$ cat config.mk
export PLATFORM = sky130hd
export DESIGN_NAME = ftp_reply_passive_address_parser
export DESIGN_NICKNAME = d
export VERILOG_FILES = /design/src/hw/rtl/ftprp_pkg.sv /design/src/hw/rtl/ftprp_byte_stage.sv /design/src/hw/rtl/ftprp_reply_parser.sv /design/src/hw/rtl/ftprp_out_reg.sv /design/src/hw/rtl/ftp_reply_passive_address_parser.sv
export SDC_FILE = /design/constraint.sdc
export NUM_CORES = 1
export LEC_CHECK = 0
export ABC_AREA = 1
export BUFFER_PORTS_ARGS = -buffer_cell sky130_fd_sc_hd__buf_2
export CAP_MARGIN = 25
export CORE_ASPECT_RATIO = 0.9
export CORE_MARGIN = 2
export CORE_UTILIZATION = 62
export CTS_BUF_LIST = sky130_fd_sc_hd__clkbuf_8
export DETAILED_ROUTE_END_ITERATION = 10
export GPL_ROUTABILITY_DRIVEN = 0
export PLACE_DENSITY_LB_ADDON = 0.05
export SETUP_SLACK_MARGIN = 0.3
export SYNTH_ARGS = -nofsm -noshare
export SYNTH_HDL_FRONTEND = slang
export SYNTH_SLANG_ARGS = --single-unit
$ cat constraint.sdc
create_clock -name clk -period 6.9 [get_ports clk]
set_input_delay 1.035 -clock clk [delete_from_list [all_inputs] [get_ports clk]]
set_output_delay 1.035 -clock clk [all_outputs]
set_load 0.005 [all_outputs]
$ cat src/hw/rtl/ftprp_pkg.sv
// Shared types and constants for the FTP reply and passive address parser.
// No dependencies; the other files of the block import it, save ftprp_byte_stage.
package ftprp_pkg;

    // Result status codes.
    localparam logic [1:0] STATUS_OK       = 2'd0;
    localparam logic [1:0] STATUS_CODE_ERR = 2'd1;
    localparam logic [1:0] STATUS_ADDR_ERR = 2'd2;

    // Address kinds.
    localparam logic [1:0] KIND_NONE = 2'd0;
    localparam logic [1:0] KIND_IPV4 = 2'd1;
    localparam logic [1:0] KIND_PORT = 2'd2;

    // Configuration register indexes.
    localparam int unsigned CFG_INDEX_W = 2;
    localparam logic [CFG_INDEX_W-1:0] CFG_EXT_PASV_EN   = 2'd0;
    localparam logic [CFG_INDEX_W-1:0] CFG_ADDR_PARSE_EN = 2'd1;

    // Characters of interest.
    localparam logic [7:0] CH_ZERO     = 8'h30;
    localparam logic [7:0] CH_NINE     = 8'h39;
    localparam logic [7:0] CH_DASH     = 8'h2D;
    localparam logic [7:0] CH_SPACE    = 8'h20;
    localparam logic [7:0] CH_LF       = 8'h0A;
    localparam logic [7:0] CTRL_LIMIT  = 8'h20;

    // Reply codes with a passive address.
    localparam logic [9:0] CODE_PASV = 10'd227;
    localparam logic [9:0] CODE_EPSV = 10'd229;

    // Digit group limits.
    localparam int unsigned GROUP_W     = 17;
    localparam int unsigned GROUP_COUNT = 6;
    localparam logic [GROUP_W-1:0] GROUP_BYTE_MAX = 17'd255;
    localparam logic [GROUP_W-1:0] GROUP_PORT_MAX = 17'd65535;
    localparam logic [GROUP_W-1:0] GROUP_SAT      = 17'd131071;

    typedef struct packed {
        logic [1:0]  status;
        logic [9:0]  reply_code;
        logic [1:0]  address_kind;
        logic [31:0] ipv4_address;
        logic [15:0] data_port;
    } result_t;

endpackage

$ cat src/hw/rtl/ftprp_byte_stage.sv
// Input register of the reply parser: holds one received word until the
// parser consumes it. Does not use ftprp_pkg (no imports).
module ftprp_byte_stage (
    input  logic       clk,
    input  logic       rst_n,
    input  logic       rx_valid,
    output logic       rx_stall,
    input  logic [7:0] rx_byte,
    input  logic       blocked,
    output logic       step,
    output logic [7:0] byte_out
);

    logic       valid_reg;
    logic       valid_next;
    logic [7:0] byte_reg;
    logic       accept;

    assign step     = valid_reg && !blocked;
    assign rx_stall = valid_reg && blocked;
    assign accept   = rx_valid && !rx_stall;
    assign byte_out = byte_reg;

    always_comb
    begin
        valid_next = valid_reg;
        if (accept)
        begin
            valid_next = 1'b1;
        end
        else if (step)
        begin
            valid_next = 1'b0;
        end
    end

    always_ff @(posedge clk or negedge rst_n)
    begin
        if (!rst_n)
        begin
            valid_reg <= 1'b0;
        end
        else
        begin
            valid_reg <= valid_next;
        end
    end

    always_ff @(posedge clk)
    begin
        if (accept)
        begin
            byte_reg <= rx_byte;
        end
    end

endmodule

$ cat src/hw/rtl/ftprp_reply_parser.sv
// Reply state tracker: code digits, multi-line matching and digit groups.
// Produces one result at the final LF of a reply. Depends on ftprp_pkg.
module ftprp_reply_parser (
    input  logic              clk,
    input  logic              rst_n,
    input  logic              step,
    input  logic [7:0]        byte_in,
    input  logic              ext_pasv_en,
    input  logic              addr_parse_en,
    output logic              res_fire,
    output ftprp_pkg::result_t res
);
    import ftprp_pkg::*;

    logic [2:0]         pos_reg,    pos_next;
    logic [9:0]         code_reg,   code_next;
    logic [23:0]        digits_reg, digits_next;
    logic               cm_reg,     cm_next;
    logic               multi_reg,  multi_next;
    logic               err_reg,    err_next;
    logic               tend_reg,   tend_next;
    logic               ing_reg,    ing_next;
    logic [2:0]         gcnt_reg,   gcnt_next;
    logic [GROUP_W-1:0] gval_reg  [GROUP_COUNT];
    logic [GROUP_W-1:0] gval_next [GROUP_COUNT];

    logic               is_digit;
    logic [3:0]         digit;
    logic [2:0]         cnt_upd;
    logic [2:0]         gidx;
    logic [20:0]        gsum;
    logic [13:0]        csum;
    logic [7:0]         want;
    logic               fire;
    logic               clear;
    logic               ok_pasv;
    result_t            fin;
    result_t            res_c;

    assign is_digit = (byte_in >= CH_ZERO) && (byte_in <= CH_NINE);
    assign digit    = byte_in[3:0];
    assign gidx     = cnt_upd - 3'd1;
    assign gsum     = {4'b0, gval_reg[gidx]} * 21'd10 + {17'b0, digit};
    assign csum     = {4'b0, code_reg} * 14'd10 + {10'b0, digit};

    always_comb
    begin
        case (pos_reg)
            3'd0:    want = digits_reg[23:16];
            3'd1:    want = digits_reg[15:8];
            default: want = digits_reg[7:0];
        endcase
    end

    // Completed reply: check the collected groups against the code.
    always_comb
    begin
        ok_pasv = (gcnt_reg == 3'd6);
        for (int i = 0; i < GROUP_COUNT; i++)
        begin
            if (gval_reg[i] > GROUP_BYTE_MAX)
            begin
                ok_pasv = 1'b0;
            end
        end
        fin = '0;
        fin.reply_code = code_reg;
        if (addr_parse_en && (code_reg == CODE_PASV))
        begin
            if (ok_pasv)
            begin
                fin.status       = STATUS_OK;
                fin.address_kind = KIND_IPV4;
                fin.ipv4_address = {gval_reg[0][7:0], gval_reg[1][7:0],
                                    gval_reg[2][7:0], gval_reg[3][7:0]};
                fin.data_port    = {gval_reg[4][7:0], gval_reg[5][7:0]};
            end
            else
            begin
                fin.status = STATUS_ADDR_ERR;
            end
        end
        else if (addr_parse_en && ext_pasv_en && (code_reg == CODE_EPSV))
        begin
            if ((gcnt_reg == 3'd1) && (gval_reg[0] <= GROUP_PORT_MAX))
            begin
                fin.status       = STATUS_OK;
                fin.address_kind = KIND_PORT;
                fin.data_port    = gval_reg[0][15:0];
            end
            else
            begin
                fin.status = STATUS_ADDR_ERR;
            end
        end
        else
        begin
            fin.status = STATUS_OK;
        end
    end

    always_comb
    begin
        pos_next    = pos_reg;
        code_next   = code_reg;
        digits_next = digits_reg;
        cm_next     = cm_reg;
        multi_next  = multi_reg;
        err_next    = err_reg;
        tend_next   = tend_reg;
        ing_next    = ing_reg;
        gcnt_next   = gcnt_reg;
        cnt_upd     = gcnt_reg;
        for (int i = 0; i < GROUP_COUNT; i++)
        begin
            gval_next[i] = gval_reg[i];
        end
        fire  = 1'b0;
        clear = 1'b0;
        res_c = fin;

        if (!multi_reg)
        begin
            if (pos_reg < 3'd3)
            begin
                if (!is_digit || ((pos_reg == 3'd0) && (byte_in == CH_ZERO)))
                begin
                    err_next = 1'b1;
                end
                else
                begin
                    code_next   = csum[9:0];
                    digits_next = {digits_reg[15:0], byte_in};
                end
            end
            else if (pos_reg == 3'd3)
            begin
                if (is_digit)
                begin
                    err_next = 1'b1;
                end
                cm_next = (byte_in == CH_DASH);
                if (byte_in < CTRL_LIMIT)
                begin
                    tend_next = 1'b1;
                end
            end
            else if (!tend_reg)
            begin
                if (byte_in < CTRL_LIMIT)
                begin
                    tend_next = 1'b1;
                    ing_next  = 1'b0;
                end
                else if (is_digit)
                begin
                    if (!ing_reg)
                    begin
                        ing_next = 1'b1;
                        if (gcnt_reg < 3'd7)
                        begin
                            cnt_upd = gcnt_reg + 3'd1;
                        end
                    end
                    gcnt_next = cnt_upd;
                    if ((cnt_upd >= 3'd1) && (cnt_upd <= 3'd6))
                    begin
                        for (int i = 0; i < GROUP_COUNT; i++)
                        begin
                            if (gidx == 3'(i))
                            begin
                                gval_next[i] = (gsum > {4'b0, GROUP_SAT}) ?
                                               GROUP_SAT : gsum[GROUP_W-1:0];
                            end
                        end
                    end
                end
                else
                begin
                    ing_next = 1'b0;
                end
            end
        end
        else
        begin
            if (pos_reg < 3'd3)
            begin
                if (byte_in != want)
                begin
                    cm_next = 1'b0;
                end
            end
            else if (pos_reg == 3'd3)
            begin
                if (byte_in != CH_SPACE)
                begin
                    cm_next = 1'b0;
                end
            end
        end

        if (byte_in != CH_LF)
        begin
            if (pos_reg < 3'd7)
            begin
                pos_next = pos_reg + 3'd1;
            end
        end
        else if (!multi_reg)
        begin
            if (err_next)
            begin
                fire  = 1'b1;
                clear = 1'b1;
                res_c = '0;
                res_c.status = STATUS_CODE_ERR;
            end
            else if (cm_next)
            begin
                multi_next = 1'b1;
                pos_next   = 3'd0;
            end
            else
            begin
                fire  = 1'b1;
                clear = 1'b1;
            end
        end
        else if ((pos_reg >= 3'd4) && cm_next)
        begin
            fire  = 1'b1;
            clear = 1'b1;
        end
        else
        begin
            pos_next = 3'd0;
            cm_next  = 1'b1;
        end

        // Every result leaves the tracker ready for the next reply.
        if (clear)
        begin
            pos_next    = '0;
            code_next   = '0;
            digits_next = '0;
            cm_next     = 1'b0;
            multi_next  = 1'b0;
            err_next    = 1'b0;
            tend_next   = 1'b0;
            ing_next    = 1'b0;
            gcnt_next   = '0;
            for (int i = 0; i < GROUP_COUNT; i++)
            begin
                gval_next[i] = '0;
            end
        end
    end

    assign res_fire = step && fire;
    assign res      = res_c;

    always_ff @(posedge clk or negedge rst_n)
    begin
        if (!rst_n)
        begin
            pos_reg    <= '0;
            code_reg   <= '0;
            digits_reg <= '0;
            cm_reg     <= 1'b0;
            multi_reg  <= 1'b0;
            err_reg    <= 1'b0;
            tend_reg   <= 1'b0;
            ing_reg    <= 1'b0;
            gcnt_reg   <= '0;
            for (int i = 0; i < GROUP_COUNT; i++)
            begin
                gval_reg[i] <= '0;
            end
        end
        else if (step)
        begin
            pos_reg    <= pos_next;
            code_reg   <= code_next;
            digits_reg <= digits_next;
            cm_reg     <= cm_next;
            multi_reg  <= multi_next;
            err_reg    <= err_next;
            tend_reg   <= tend_next;
            ing_reg    <= ing_next;
            gcnt_reg   <= gcnt_next;
            for (int i = 0; i < GROUP_COUNT; i++)
            begin
                gval_reg[i] <= gval_next[i];
            end
        end
    end

endmodule

$ cat src/hw/rtl/ftprp_out_reg.sv
// Result register: holds one finished reply word until the consumer takes it.
// Depends on ftprp_pkg for the result type.
module ftprp_out_reg (
    input  logic               clk,
    input  logic               rst_n,
    input  logic               load,
    input  ftprp_pkg::result_t din,
    output logic               blocked,
    output logic               res_valid,
    input  logic               res_stall,
    output ftprp_pkg::result_t dout
);
    import ftprp_pkg::*;

    logic    valid_reg;
    logic    valid_next;
    result_t data_reg;

    assign blocked   = valid_reg && res_stall;
    assign res_valid = valid_reg;
    assign dout      = data_reg;

    always_comb
    begin
        valid_next = valid_reg;
        if (load)
        begin
            valid_next = 1'b1;
        end
        else if (!res_stall)
        begin
            valid_next = 1'b0;
        end
    end

    always_ff @(posedge clk or negedge rst_n)
    begin
        if (!rst_n)
        begin
            valid_reg <= 1'b0;
        end
        else
        begin
            valid_reg <= valid_next;
        end
    end

    always_ff @(posedge clk)
    begin
        if (load)
        begin
            data_reg <= din;
        end
    end

endmodule

$ cat src/hw/rtl/ftp_reply_passive_address_parser.sv
// Top level of the FTP reply parser with passive address extraction.
// Depends on ftprp_pkg, ftprp_byte_stage, ftprp_reply_parser and ftprp_out_reg.

// This block takes the control connection one byte word per cycle, unless the
// input is stalled, and emits one result word for each complete reply, at the LF
// that ends it. A reply whose first line does not open with three digits (first
// digit not zero) and a non-digit separator is reported with status 1 at the end
// of that line. A dash separator opens a multi-line reply that ends at the first
// later line starting with the same code and a space. When address parsing is
// enabled, for code 227 the first line's text must carry six digit groups of at
// most 255 each, giving an IPv4 address and a port; for code 229, when extended
// passive parsing is enabled, exactly one group of at most 65535 gives the port.
// Failing these checks yields status 2 with the code kept. Throughput is one byte
// per cycle while the result is not stalled: the byte waits in the input
// register, and the reply state update and the result register load happen at
// the same edge. The loop over the tracker registers sets the rate.
// While a result waits in the output register, the next byte is still taken into
// the input register; the input stalls only when both registers are occupied and
// the result is stalled.
// Configuration registers are read when a reply completes and are meant to be
// written while the block is idle; cfg_ready is always high.
module ftp_reply_passive_address_parser (
    input  logic                             clk,
    input  logic                             rst_n,
    input  logic                             rx_valid,
    output logic                             rx_stall,
    input  logic [7:0]                       rx_byte,
    output logic                             res_valid,
    input  logic                             res_stall,
    output logic [1:0]                       status,
    output logic [9:0]                       reply_code,
    output logic [1:0]                       address_kind,
    output logic [31:0]                      ipv4_address,
    output logic [15:0]                      data_port,
    input  logic                             cfg_valid,
    output logic                             cfg_ready,
    input  logic [ftprp_pkg::CFG_INDEX_W-1:0] cfg_index,
    input  logic                             cfg_data
);
    import ftprp_pkg::*;

    logic       ext_pasv_en_reg;
    logic       addr_parse_en_reg;
    logic       step;
    logic       blocked;
    logic [7:0] byte_cur;
    logic       res_fire;
    result_t    res_word;
    result_t    out_word;

    // Configuration port: always ready, writes to unknown indexes are dropped.
    assign cfg_ready = 1'b1;

    always_ff @(posedge clk or negedge rst_n)
    begin
        if (!rst_n)
        begin
            ext_pasv_en_reg   <= 1'b1;
            addr_parse_en_reg <= 1'b1;
        end
        else if (cfg_valid && cfg_ready)
        begin
            case (cfg_index)
                CFG_EXT_PASV_EN:   ext_pasv_en_reg   <= cfg_data;
                CFG_ADDR_PARSE_EN: addr_parse_en_reg <= cfg_data;
                default:           ;
            endcase
        end
    end

    // The input register holds a byte until the tracker can advance, which is
    // any cycle in which the output register is free or being drained.
    ftprp_byte_stage u_byte_stage (
        .clk      (clk),
        .rst_n    (rst_n),
        .rx_valid (rx_valid),
        .rx_stall (rx_stall),
        .rx_byte  (rx_byte),
        .blocked  (blocked),
        .step     (step),
        .byte_out (byte_cur)
    );

    ftprp_reply_parser u_reply_parser (
        .clk           (clk),
        .rst_n         (rst_n),
        .step          (step),
        .byte_in       (byte_cur),
        .ext_pasv_en   (ext_pasv_en_reg),
        .addr_parse_en (addr_parse_en_reg),
        .res_fire      (res_fire),
        .res           (res_word)
    );

    ftprp_out_reg u_out_reg (
        .clk       (clk),
        .rst_n     (rst_n),
        .load      (res_fire),
        .din       (res_word),
        .blocked   (blocked),
        .res_valid (res_valid),
        .res_stall (res_stall),
        .dout      (out_word)
    );

    assign status       = out_word.status;
    assign reply_code   = out_word.reply_code;
    assign address_kind = out_word.address_kind;
    assign ipv4_address = out_word.ipv4_address;
    assign data_port    = out_word.data_port;

endmodule
After elaboration in Yosys (flattened, before gate mapping)
Cells that the tools add are included.
{"block": "totals", "register_bits": 221, "input_bits": 16, "output_inout_bits": 65, "word_cells": 239}
{"block": "op_classes", "add_sub_neg": 5, "n_mul": 2, "order_cmp": 18, "eq_ne": 29, "n_mux": 115, "n_bitwise": 1, "n_reduce_logical": 44}
{"cell": "$mux 102", "count": 8}
{"cell": "$mux 62", "count": 3}
{"cell": "$mux 17", "count": 9}
{"cell": "$gt 17x8->1 const B", "count": 6}
{"cell": "$mux 24", "count": 4}
{"cell": "$mux 3", "count": 22}
{"cell": "$reduce_and 9->1", "count": 6}
{"cell": "$bmux 17 s3", "count": 1}
{"cell": "$mux 1", "count": 51}
{"cell": "$mux 49", "count": 1}
{"cell": "$mux 16", "count": 3}
{"cell": "$mux 10", "count": 4}
{"cell": "$mux 32", "count": 1}
{"cell": "$add 21x4->21", "count": 1}
{"cell": "$gt 21x17->1 const B", "count": 1}
{"cell": "$eq 10x8->1 const B", "count": 2}
{"cell": "$mul 17x3->20 const B", "count": 1}
{"cell": "$reduce_bool 2->1", "count": 10}
{"cell": "$le 17x16->1 const B", "count": 1}
{"cell": "$eq 8x6->1 const B", "count": 2}
{"cell": "$pmux 8 s2", "count": 1}
{"cell": "$mux 2", "count": 7}
{"cell": "$logic_and 1x1->1", "count": 13}
{"cell": "$ne 2x1->1 const B", "count": 6}
{"cell": "34 further kinds", "count": 50}

Longest topological paths before layout
Gate-level depths: netlist of the first run.
{"block": "depth", "word_depth": 33, "mapped_depth": 42, "ltp_nobuf": 38}

Hierarchy
Synthesis of the first run repeated with hierarchy kept, for this count alone.
{"block": "unflattened", "cells_unflattened": 1677, "hier_area_um2": 13238.9}
{"mod": "ftprp_reply_parser", "instances": 1, "cells_each": 1580, "area_each_um2": 10935.5, "seq_area_each_um2": 3653.5}
{"mod": "ftprp_out_reg", "instances": 1, "cells_each": 67, "area_each_um2": 1901.8, "seq_area_each_um2": 1886.8}
{"mod": "ftprp_byte_stage", "instances": 1, "cells_each": 16, "area_each_um2": 292.8, "seq_area_each_um2": 265.3}
{"mod": "ftp_reply_passive_address_parser", "instances": 1, "cells_each": 14, "area_each_um2": 108.9, "seq_area_each_um2": 52.6}

Worst setup path after synthesis of the first run
OpenSTA, ideal clock, no wires.
{"block": "synth_path", "path_type": "register -> register", "from": "reg u_reply_parser.pos_reg[0]", "to": "reg u_reply_parser.gval_reg[14] in the netlist's numbering", "t_arrival_ns": 5.959, "t_required_ns": 6.782, "slack_ns": 0.823, "stages_incl_launch_ff": 42, "n_path_buf": 5, "path_cell_list": "dfrtp_1 > ha_1 > ha_1 > nor2_1 > nand2_1 > nor2_4 > nand3_4 > nand2_2 > nand2_4 > buf_6 > inv_2 > clkbuf_1 > clkbuf_1 > ha_1 > inv_1 > clkbuf_1 > o21ai_0 > o22ai_1 > [6 not listed] > nand3_1 > nand2_1 > nand2_1 > nand2_1 > nand2_1 > nand2_1 > nand3_1 > inv_2 > nand2_1 > nor2_2 > nand3_1 > inv_1 > nand2_1 > a21oi_4 > buf_12 > nand3_4 > nand3_1 > nand2_1"}
{"block": "synth_between", "elab_chain_cells": 22}
{"item": "start, declared", "line_no": "ftprp_reply_parser.sv:15", "text": "logic [2:0] pos_reg, pos_next;"}
{"item": "start signal, assigned", "line_no": "ftprp_reply_parser.sv:282", "text": "pos_reg <= pos_next;"}
{"item": "parallel branches: the longest is 22 deep, another holds $add 21x4->21"}
{"item": "end signal, assigned by index", "line_no": "ftprp_reply_parser.sv:293", "text": "gval_reg[i] <= gval_next[i];"}
{"item": "end, declared", "line_no": "ftprp_reply_parser.sv:24", "text": "logic [GROUP_W-1:0] gval_reg [GROUP_COUNT];"}
Several ways; the timed one is not identified. The select of a mux whose other input is x is not followed.
A chain may end at the register's enable or synchronous reset.

Worst setup path in the final report of the first run
{"block": "layout_path", "from": "reg u_reply_parser.pos_reg[0]", "to": "reg u_reply_parser.gval_reg[60] in the netlist's numbering"}
Same word-level chain as after synthesis.

==> summary by stage, run 1 <==
Critical path
The largest delay contributor family on the critical path is simple AND/OR/NAND/NOR gates. Along the worst path, the maximum fanout reaches 16. In this design, the stage delay of the slowest critical-path cell is between 0.5 and 0.6 ns.

The worst endpoint required time is 7.30 ns. The worst setup path is captured at a flop. The number of cells on the worst reg-to-reg path is 33.

The buffer and inverter count on the worst path is 7. The cell depth of the worst setup path is 33. The highest-delay cell along the critical path is sky130_fd_sc_hd__o21ai_0.

The data arrival time of the worst path is 6.60 ns. STA classifies the critical path startpoint as a flop. The critical path in this run is classified as flop to flop.

Timing
The number of setup violations in the final report is 0. The number of hold violations in the final report is 0. For the final routed database, the setup TNS stands at 0 ns. In this run the tightest slew margin relative to its limit is 0.3646. Between clock sinks in the finished design, the worst skew comes to between 0.02 and 0.03 ns. The transition time at the pin with the least slew margin is 0.9529 ns. Based on the critical path, the design can be clocked at up to roughly 160 MHz.

The share of the clock period used by the worst path is 0.8991. For the finished layout, the period the worst path requires is ~6.2 ns. The least setup slack across all paths after layout is between 0.6 and 0.7 ns.

The count of final max-slew check failures is 0. Setup repair after global routing left no endpoint under its margin.

GRT
For this run, the total global-route usage over all layers was measured as 0.3231. Summed over all layers, the global routing overflow is 0. The number of global-route vias before repair is approximately 11000.

Entering global routing, the biggest net connects 94 pins. The number of antenna violations at the first check in global routing is 0. The first global-routing pass estimated between 50000 and 60000 um of wire.

Logic synthesis
For this run, asynchronously set or reset flops after synthesis account for 0.6818. Yosys printed 0 warnings. Ranked by total cell area, the synthesized netlist is headed by sky130_fd_sc_hd__dfrtp_1 (29%), sky130_fd_sc_hd__edfxtp_1 (16%), sky130_fd_sc_hd__nand2_1 (13%), sky130_fd_sc_hd__nand3_1 (6.9%), sky130_fd_sc_hd__ha_1 (5.4%). Of the total synthesized cell area, the portion taken by AND, OR, NAND and NOR gates is 0.2914. The synthesized netlist net count is between 1500 and 2000. Among all flip-flop cells after synthesis, the most frequent one is sky130_fd_sc_hd__dfrtp_1. The largest total area in the synthesized netlist belongs to sky130_fd_sc_hd__dfrtp_1. The post-synthesis area per instance is 8.091 um2. In this run, synthesis produced a sequential element count of 220. The number of standard cells after synthesis is about 1600.

The post-synthesis share of cell area spent on full adders, half adders and majority gates is 0.06065. The share of Yosys cell area claimed by the top area cell type is 0.2877. Of the total synthesized cell area, the portion taken by XOR and XNOR cells is 0.01827. The multiplexer share of the synthesized area is 0. The netlist uses 55 different library cells. The count of flip-flops with a built-in enable after synthesis is 70. After synthesis the cells add up to approximately 13000 um2. The share of the Yosys chip area taken by registers is 0.4551. The complex-gate fraction of the synthesized area is 0.09360. The main combinational cell family by area after synthesis is simple AND/OR/NAND/NOR gates.

CTS
The clock transition at the registers of the reported paths is about 0.06 ns. TritonCTS built the clock tree. CTS saw 220 sinks. The TritonCTS buffer count is 38. In this run the deepest clock path goes through 3 buffers. The clock latency on the worst-skew pair is 0.54 ns. The cell at the root of the clock tree is sky130_fd_sc_hd__clkbuf_8. The H-tree depth reported by CTS is 2. For this design, the CTS-stage hold fixing added 0 buffers.

Cells and area
The flip-flop and latch area is between 5000 and 6000 um2. The area taken by multi-input logic gates is 6046 um2. From synthesis to final layout, the design area changed by 11.84%. The most common cell after layout, fill and taps aside is sky130_fd_sc_hd__nand2_1. The count of nets after finishing is between 1500 and 2000.

Of the cells placed in the final design, the portion with a size suffix greater than 1 is 0.1390. The number of inserted diodes is 0. The number of filler instances in the final layout is roughly 1600. In the layout the commonest cells are sky130_fd_sc_hd__nand2_1 (436), sky130_fd_sc_hd__inv_1 (201), sky130_fd_sc_hd__nand3_1 (175). The register with the most flip-flops in the layout has around 100 of them.

Pwr
The combinational share of power is 0.486. The switching share of power is 0.4457. The switching power is approximately 2.4 mW.

The internal power is a little over 3 mW. The completed layout was analyzed and its total power is 5.489 mW. Across the VDD grid, the largest voltage drop is ~0.25 mV. The share of total power dissipated in the clock network is 0.212. The static leakage is between 7 and 8 nW. The power per cell area is approximately 380 nW/um2. The fraction of power consumed by sequential logic is 0.302.

Routing
The via count normalized by instance count is approximately 5.9. The first-iteration detailed-routing DRC count is around 1100. The total DRC errors in the routed layout is 0. Dividing the detail-routed wire length by the instance count gives about 18 um.

The count of nets left with antenna violations once routing finished came out at 0. Wires add up to approximately 35000 um. The number of optimization iterations in the first detailed-route pass is 6. The total number of vias is around 12000.

Min path
The worst hold path was traced through 2 stages. The worst min-delay path class is flop to flop.

Floorplan
The die covers 21930 um2. The initial utilization of the core area, before any placement, comes to 0.6382. The boundary pin count is 81. The vertical die dimension is between 100 and 150 um. The area inside the core boundary is a little over 20000 um2. In this run the core area contains 49 standard-cell rows. Measured along the x axis, the die boundary spans 155.9 um.

Outcome
The flow ran to the end, and the final reports show no timing, DRC or antenna violations.

Placement
The wire-length estimate of the detail-placed layout is about 24000 um. The count of input and output buffers is slightly below 80. Timing analysis after detailed placement gives a worst setup slack of between 0.3 and 0.4 ns.

Job
The tool flagged a number of max-cap violations equal to 0.
logic make-up (layout without fill, tap and decap cells):
| kind of cell | Yosys count | after routing |
|---|---|---|
| and+or+nand+nor | 821 | 821 |
| buffers and inverters | 260 | 374 |
| DFF | 220 | 220 |
| AOI/OAI and AO/OA | 203 | 203 |
| adders and majority gates | 60 | 60 |
| xor gates and xnor gates | 26 | 26 |
| other | 1 | 1 |
power by group through the flow:
stage / logic, mW / registers (mW) / clock network (mW)
2_1_floorplan: 1.88 / 1.63 / 0
3_3_place_gp: 2.46 / 1.67 / 0
3_5_place_dp: 2.51 / 1.68 / 0
4_1_cts: 2.52 / 1.65 / 1.17
5_1_grt: 2.94 / 1.68 / 1.23
6_report: 2.67 / 1.66 / 1.16
Yosys cell counts, types with 4 or more instances:
master / n
sky130_fd_sc_hd__buf_4: 4
sky130_fd_sc_hd__a21oi_1: 26
sky130_fd_sc_hd__nand3b_1: 4
sky130_fd_sc_hd__o31ai_1: 12
sky130_fd_sc_hd__buf_1: 7
sky130_fd_sc_hd__nor2_1: 104
sky130_fd_sc_hd__a31oi_1: 11
sky130_fd_sc_hd__o21ai_0: 86
sky130_fd_sc_hd__buf_2: 13
sky130_fd_sc_hd__nand3_4: 11
sky130_fd_sc_hd__clkbuf_1: 33
sky130_fd_sc_hd__nor2_2: 8
sky130_fd_sc_hd__or2_2: 4
sky130_fd_sc_hd__nand3_1: 178
sky130_fd_sc_hd__nor4_1: 17
sky130_fd_sc_hd__nand2_1: 437
sky130_fd_sc_hd__dfrtp_1: 148
sky130_fd_sc_hd__nand2_2: 13
sky130_fd_sc_hd__nand3_2: 5
sky130_fd_sc_hd__o22ai_1: 46
sky130_fd_sc_hd__inv_1: 186
sky130_fd_sc_hd__ha_1: 56
sky130_fd_sc_hd__o2111ai_1: 7
sky130_fd_sc_hd__xor2_1: 18
sky130_fd_sc_hd__inv_2: 10
sky130_fd_sc_hd__nor2_4: 4
sky130_fd_sc_hd__edfxtp_1: 70
sky130_fd_sc_hd__nor3_1: 7
sky130_fd_sc_hd__xnor2_1: 7
sky130_fd_sc_hd__clkinv_1: 4
sky130_fd_sc_hd__nand4_1: 22
sky130_fd_sc_hd__fa_1: 4
per-stage QoR:
stage / utilization / instances / cell area (um2) / hold slack [ns]
floorplan: - / 1591 / 12870 / 0.4491
detailed placement: 0.6694 / 1885 / 13500 / 0.4660
global route: 0.7137 / 1960 / 14400 / 0.4981
CTS: 0.7067 / 1955 / 14250 / 0.4820
finish: 0.7137 / 1960 / 14400 / 0.4820
global placement: 0.6667 / 1883 / 13450 / 0.4628
metal layers:
| layer | vias to the layer above | GRT usage | wire (um) |
|---|---|---|---|
| met5 | - | 0 | 0 |
| met2 | 578 | 0.4853 | 15230 |
| met3 | 93 | 0.07224 | 3556 |
| met4 | 0 | 0.1077 | 988 |
| li1 | 5456 | - | - |
| met1 | 5377 | 0.4683 | 15220 |
path summary, 6_finish.rpt:
path,from,end,slack (ns)
max,u_reply_parser.pos_reg[0],u_reply_parser.gval_reg[60],0.70
max in group asynchronous,rst_n,u_reply_parser.gval_reg[95],4.99
min in group asynchronous,rst_n,u_reply_parser.digits_reg[15],0.57
min reg2reg,u_reply_parser.gval_reg[39],u_reply_parser.gval_reg[39],0.48
min,u_reply_parser.gval_reg[39],u_reply_parser.gval_reg[39],0.48
max reg2reg,u_reply_parser.pos_reg[0],u_reply_parser.gval_reg[60],0.70
tightest hold or removal path, cell delays in order, from the launching register on:
cell,delay [ns]
sky130_fd_sc_hd__dfrtp_1,0.34
sky130_fd_sc_hd__nand2_1,0.05
sky130_fd_sc_hd__nand2_1,0.05
layout make-up:
| cell class | instances | share of cell area |
|---|---|---|
| clock buffer | 47 | 0.04493 |
| clock inverter | 23 | 0.007214 |
| inverter | 200 | 0.05215 |
| multi-input combinational | 1111 | 0.4200 |
| sequential | 220 | 0.4069 |
| tap | 255 | 0.02216 |
| timing repair buffer | 104 | 0.04667 |
what timing repair did:
item	in CTS	in global routing
setup endpoints to repair	0	102
hold endpoints to repair	0	0
gates resized for setup	0	20
setup buffers	0	2
No activity file was read; power rests on OpenSTA's default activity.
==> run 2: changes to the inputs <==
--- a/config.mk
+++ b/config.mk
@@ -9,7 +9,6 @@
 export BUFFER_PORTS_ARGS = -buffer_cell sky130_fd_sc_hd__buf_2
 export CAP_MARGIN = 25
 export CORE_ASPECT_RATIO = 0.9
-export CORE_MARGIN = 2
 export CORE_UTILIZATION = 62
 export CTS_BUF_LIST = sky130_fd_sc_hd__clkbuf_8
 export DETAILED_ROUTE_END_ITERATION = 10
==> summary by stage, run 2 (synthesized netlist as in run 1, its figures left out) <==
GRT
Entering global routing, the biggest net connects slightly below 90 pins. Global routing finished with a remaining overflow of 0. The first global-routing pass estimated 57390 um of wire. The number of antenna violations at the first check in global routing came to 0. The overall track demand over capacity in global routing is 0.3423. The number of global-route vias before repair is between 10000 and 15000.

Floorplan
The die is roughly 150 um wide. The area inside the core boundary is between 20000 and 25000 um2. For this design the top-level I/O count stands at 81. The initial standard-cell utilization of the core is 0.6382.

The count of standard-cell rows is between 40 and 50. The floorplan step defined a die boundary enclosing around 21000 um2. The die is about 140 um tall.

Pwr
Summed over all nets, the switching power comes to roughly 2.4 mW. The internal power is about 3.1 mW. The share of total power dissipated in sequential elements is 0.301. In this run the power density over the cells is 381.8 nW/um2.

The switching share of power is 0.4426. The share of total power dissipated in the clock network is 0.215. The combinational share of power is 0.483. Across the VDD grid, the largest voltage drop is around 0.24 mV. Summed over all cells, the static leakage comes to 7.262 nW.

CTS
The longest clock path from root to sink contains 3 buffers. The hold buffer count at cts is 0. CTS built an H-tree with a depth of 2. The tree is rooted in a sky130_fd_sc_hd__clkbuf_8.

Clock-pin slew was measured on the worst setup and hold paths at approximately 0.06 ns. The clock latency on the worst-skew pair is ~0.54 ns. The TritonCTS buffer count is 37. TritonCTS built the clock tree.

The count of clock tree sinks is 220.

Critical path
For the worst setup path, the data arrival time is approximately 6.6 ns. By startpoint and endpoint, the worst setup path is classified as flop to flop. The worst endpoint required time is ~7.3 ns. STA classifies the critical path endpoint as a flop. In this design, the stage delay of the slowest critical-path cell is between 0.4 and 0.5 ns. The cell repeated most along the worst path is sky130_fd_sc_hd__nand2_1.

Among all stages on the critical path, the largest delay is contributed by sky130_fd_sc_hd__dfrtp_1. In this run the worst path has a maximum fanout of 40. STA classifies the critical path startpoint as a flop.

Routing
Summed over all layers, the routed wires come to 35720 um. The total number of vias is 11560. The remaining antenna violation count after routing is 0. After detailed routing, the average wire length per cell comes to ~18 um. The first-iteration detailed-routing DRC count is around 1100.

The total DRC errors in the routed layout is 0. In the routed layout, each cell is associated on average with a via count of slightly below 6. The pre-antenna-repair detailed-routing pass consisted of 8 iterations.

Timing
At the pin with the least slew margin, the transition time is around 1.2 ns. For this run, the top clock speed supported by timing is 162.1 MHz. Setup repair after global routing left no endpoint under its margin. The worst slew margin relative to its limit is 0.2223.

The final hold slack is 0.4788 ns. In the finished design, the share of the clock period the worst path needs comes to 0.8939. The post-route clock skew is around 0.039 ns.

The number of setup violations in the final report is 0. The setup TNS is 0 ns. The post-route minimum period is 6.168 ns.

The count of final max-slew check failures is 0. The number of hold violations in the final report was 0.

Cells and area
After routing the design area is around 14000 um2. The number of filler instances in the final layout is between 1500 and 2000. The library cell used most frequently in the layout, excluding fill and tap cells, is sky130_fd_sc_hd__nand2_1. The count of nets after finishing is 1754.

The area added between synthesis and finish is 12.01%. The share of layout cells above drive strength 1 is 0.1442. 0 antenna diodes ended up in the layout. The area taken by multi-input logic gates is roughly 6000 um2.

The flip-flop count of the largest register, all copies and words added is approximately 100. In the layout the commonest cells are sky130_fd_sc_hd__nand2_1 (436), sky130_fd_sc_hd__inv_1 (196), sky130_fd_sc_hd__nand3_1 (177). The flip-flop and latch area is 5858 um2.

Placement
The standard cell area after detailed placement is 13460 um2. Once detailed placement completed, the half-perimeter wirelength came to between 20000 and 25000 um. The count of input and output buffers is 79.

Min path
The path class of the tightest hold or removal check is flop to flop.

Outcome
The flow ran to the end, and the final reports show no timing, DRC or antenna violations.

Job
Across the run, the number of max-cap violations was 0.
==> run 2: cell types whose count changed in the layout (fill, tap and decap cells not counted), moves of 3 or more <==
cell | before | now
sky130_fd_sc_hd__inv_1 | 201 | 196
sky130_fd_sc_hd__buf_6 | 3 | 6
sky130_fd_sc_hd__o21ai_2 | 3 | 6
sky130_fd_sc_hd__buf_4 | 17 | 20
==> run 2: worst max-delay path: cells and delay by family, from the launching register on <==
kind | cells | cell delay (ns)
AO/OA/AOI/OAI | 3 | 0.58
AND/OR/NAND/NOR | 20 | 2.71
buffers and inverters | 7 | 1.15
flip-flops | 1 | 0.43
adder cells (fa/ha/maj) | 4 | 1.14
==> run 2: worst paths after layout <==
check / start / to / slack (ns) / depth (start not counted)
min in group asynchronous: rst_n / u_reply_parser.digits_reg[23] / 0.53 / 1
max in group asynchronous: rst_n / u_reply_parser.gval_reg[25] / 5.27 / 3
worst max-delay path: u_reply_parser.pos_reg[0] / u_reply_parser.gval_reg[64] / 0.73 / 34
worst min-delay path: u_reply_parser.gval_reg[89] / u_reply_parser.gval_reg[89] / 0.48 / 2
worst max register to register: u_reply_parser.pos_reg[0] / u_reply_parser.gval_reg[64] / 0.73 / 34
worst min register to register: u_reply_parser.gval_reg[89] / u_reply_parser.gval_reg[89] / 0.48 / 2
==> run 2: timing repair <==
action / in CTS / in global routing
setup endpoints to repair: 0 / 102
resized for setup: 0 / 27
buffers inserted: 0 / 5
==> run 2: power groups by stage <==
stage	logic [mW]	clock network (mW)	registers (mW)
after floorplan	1.88	0	1.63
after CTS	2.51	1.20	1.65
after global placement	2.44	0	1.67
after detailed placement	2.49	0	1.68
after global routing	2.92	1.25	1.68
final	2.66	1.18	1.66
==> run 2: area by class of cell <==
class                      instances  share of cell area
clock buffer                      45             0.04295
clock inverter                    22            0.009285
tap                              255             0.02213
timing repair buffer             108             0.04790
sequential                       220              0.4063
inverter                         200             0.05233
multi-input combinational       1111              0.4191
==> run 2: layer usage <==
layer / vias to the layer above / part of all wire / routed length (um) / GRT usage
met5: - / 0 / 0 / 0
met4: 0 / 0.025 / 891 / 0.1142
met3: 72 / 0.11 / 3791 / 0.1003
met2: 585 / 0.44 / 15840 / 0.5134
met1: 5429 / 0.43 / 15200 / 0.4770
li1: 5473 / - / - / -
==> run 2: per-stage QoR <==
| step | utilization | setup slack, ns | instances | total power [mW] |
|---|---|---|---|---|
| finish | 0.7148 | 0.7323 | 1961 | 5.506 |
| global route | 0.7148 | 0.2522 | 1961 | 5.850 |
| CTS | 0.7048 | 0.3795 | 1952 | 5.358 |
| detailed placement | 0.6675 | 0.3898 | 1885 | 4.170 |
| floorplan | - | 0.8234 | 1591 | 3.515 |
| global placement | 0.6675 | 0.5145 | 1885 | 4.113 |
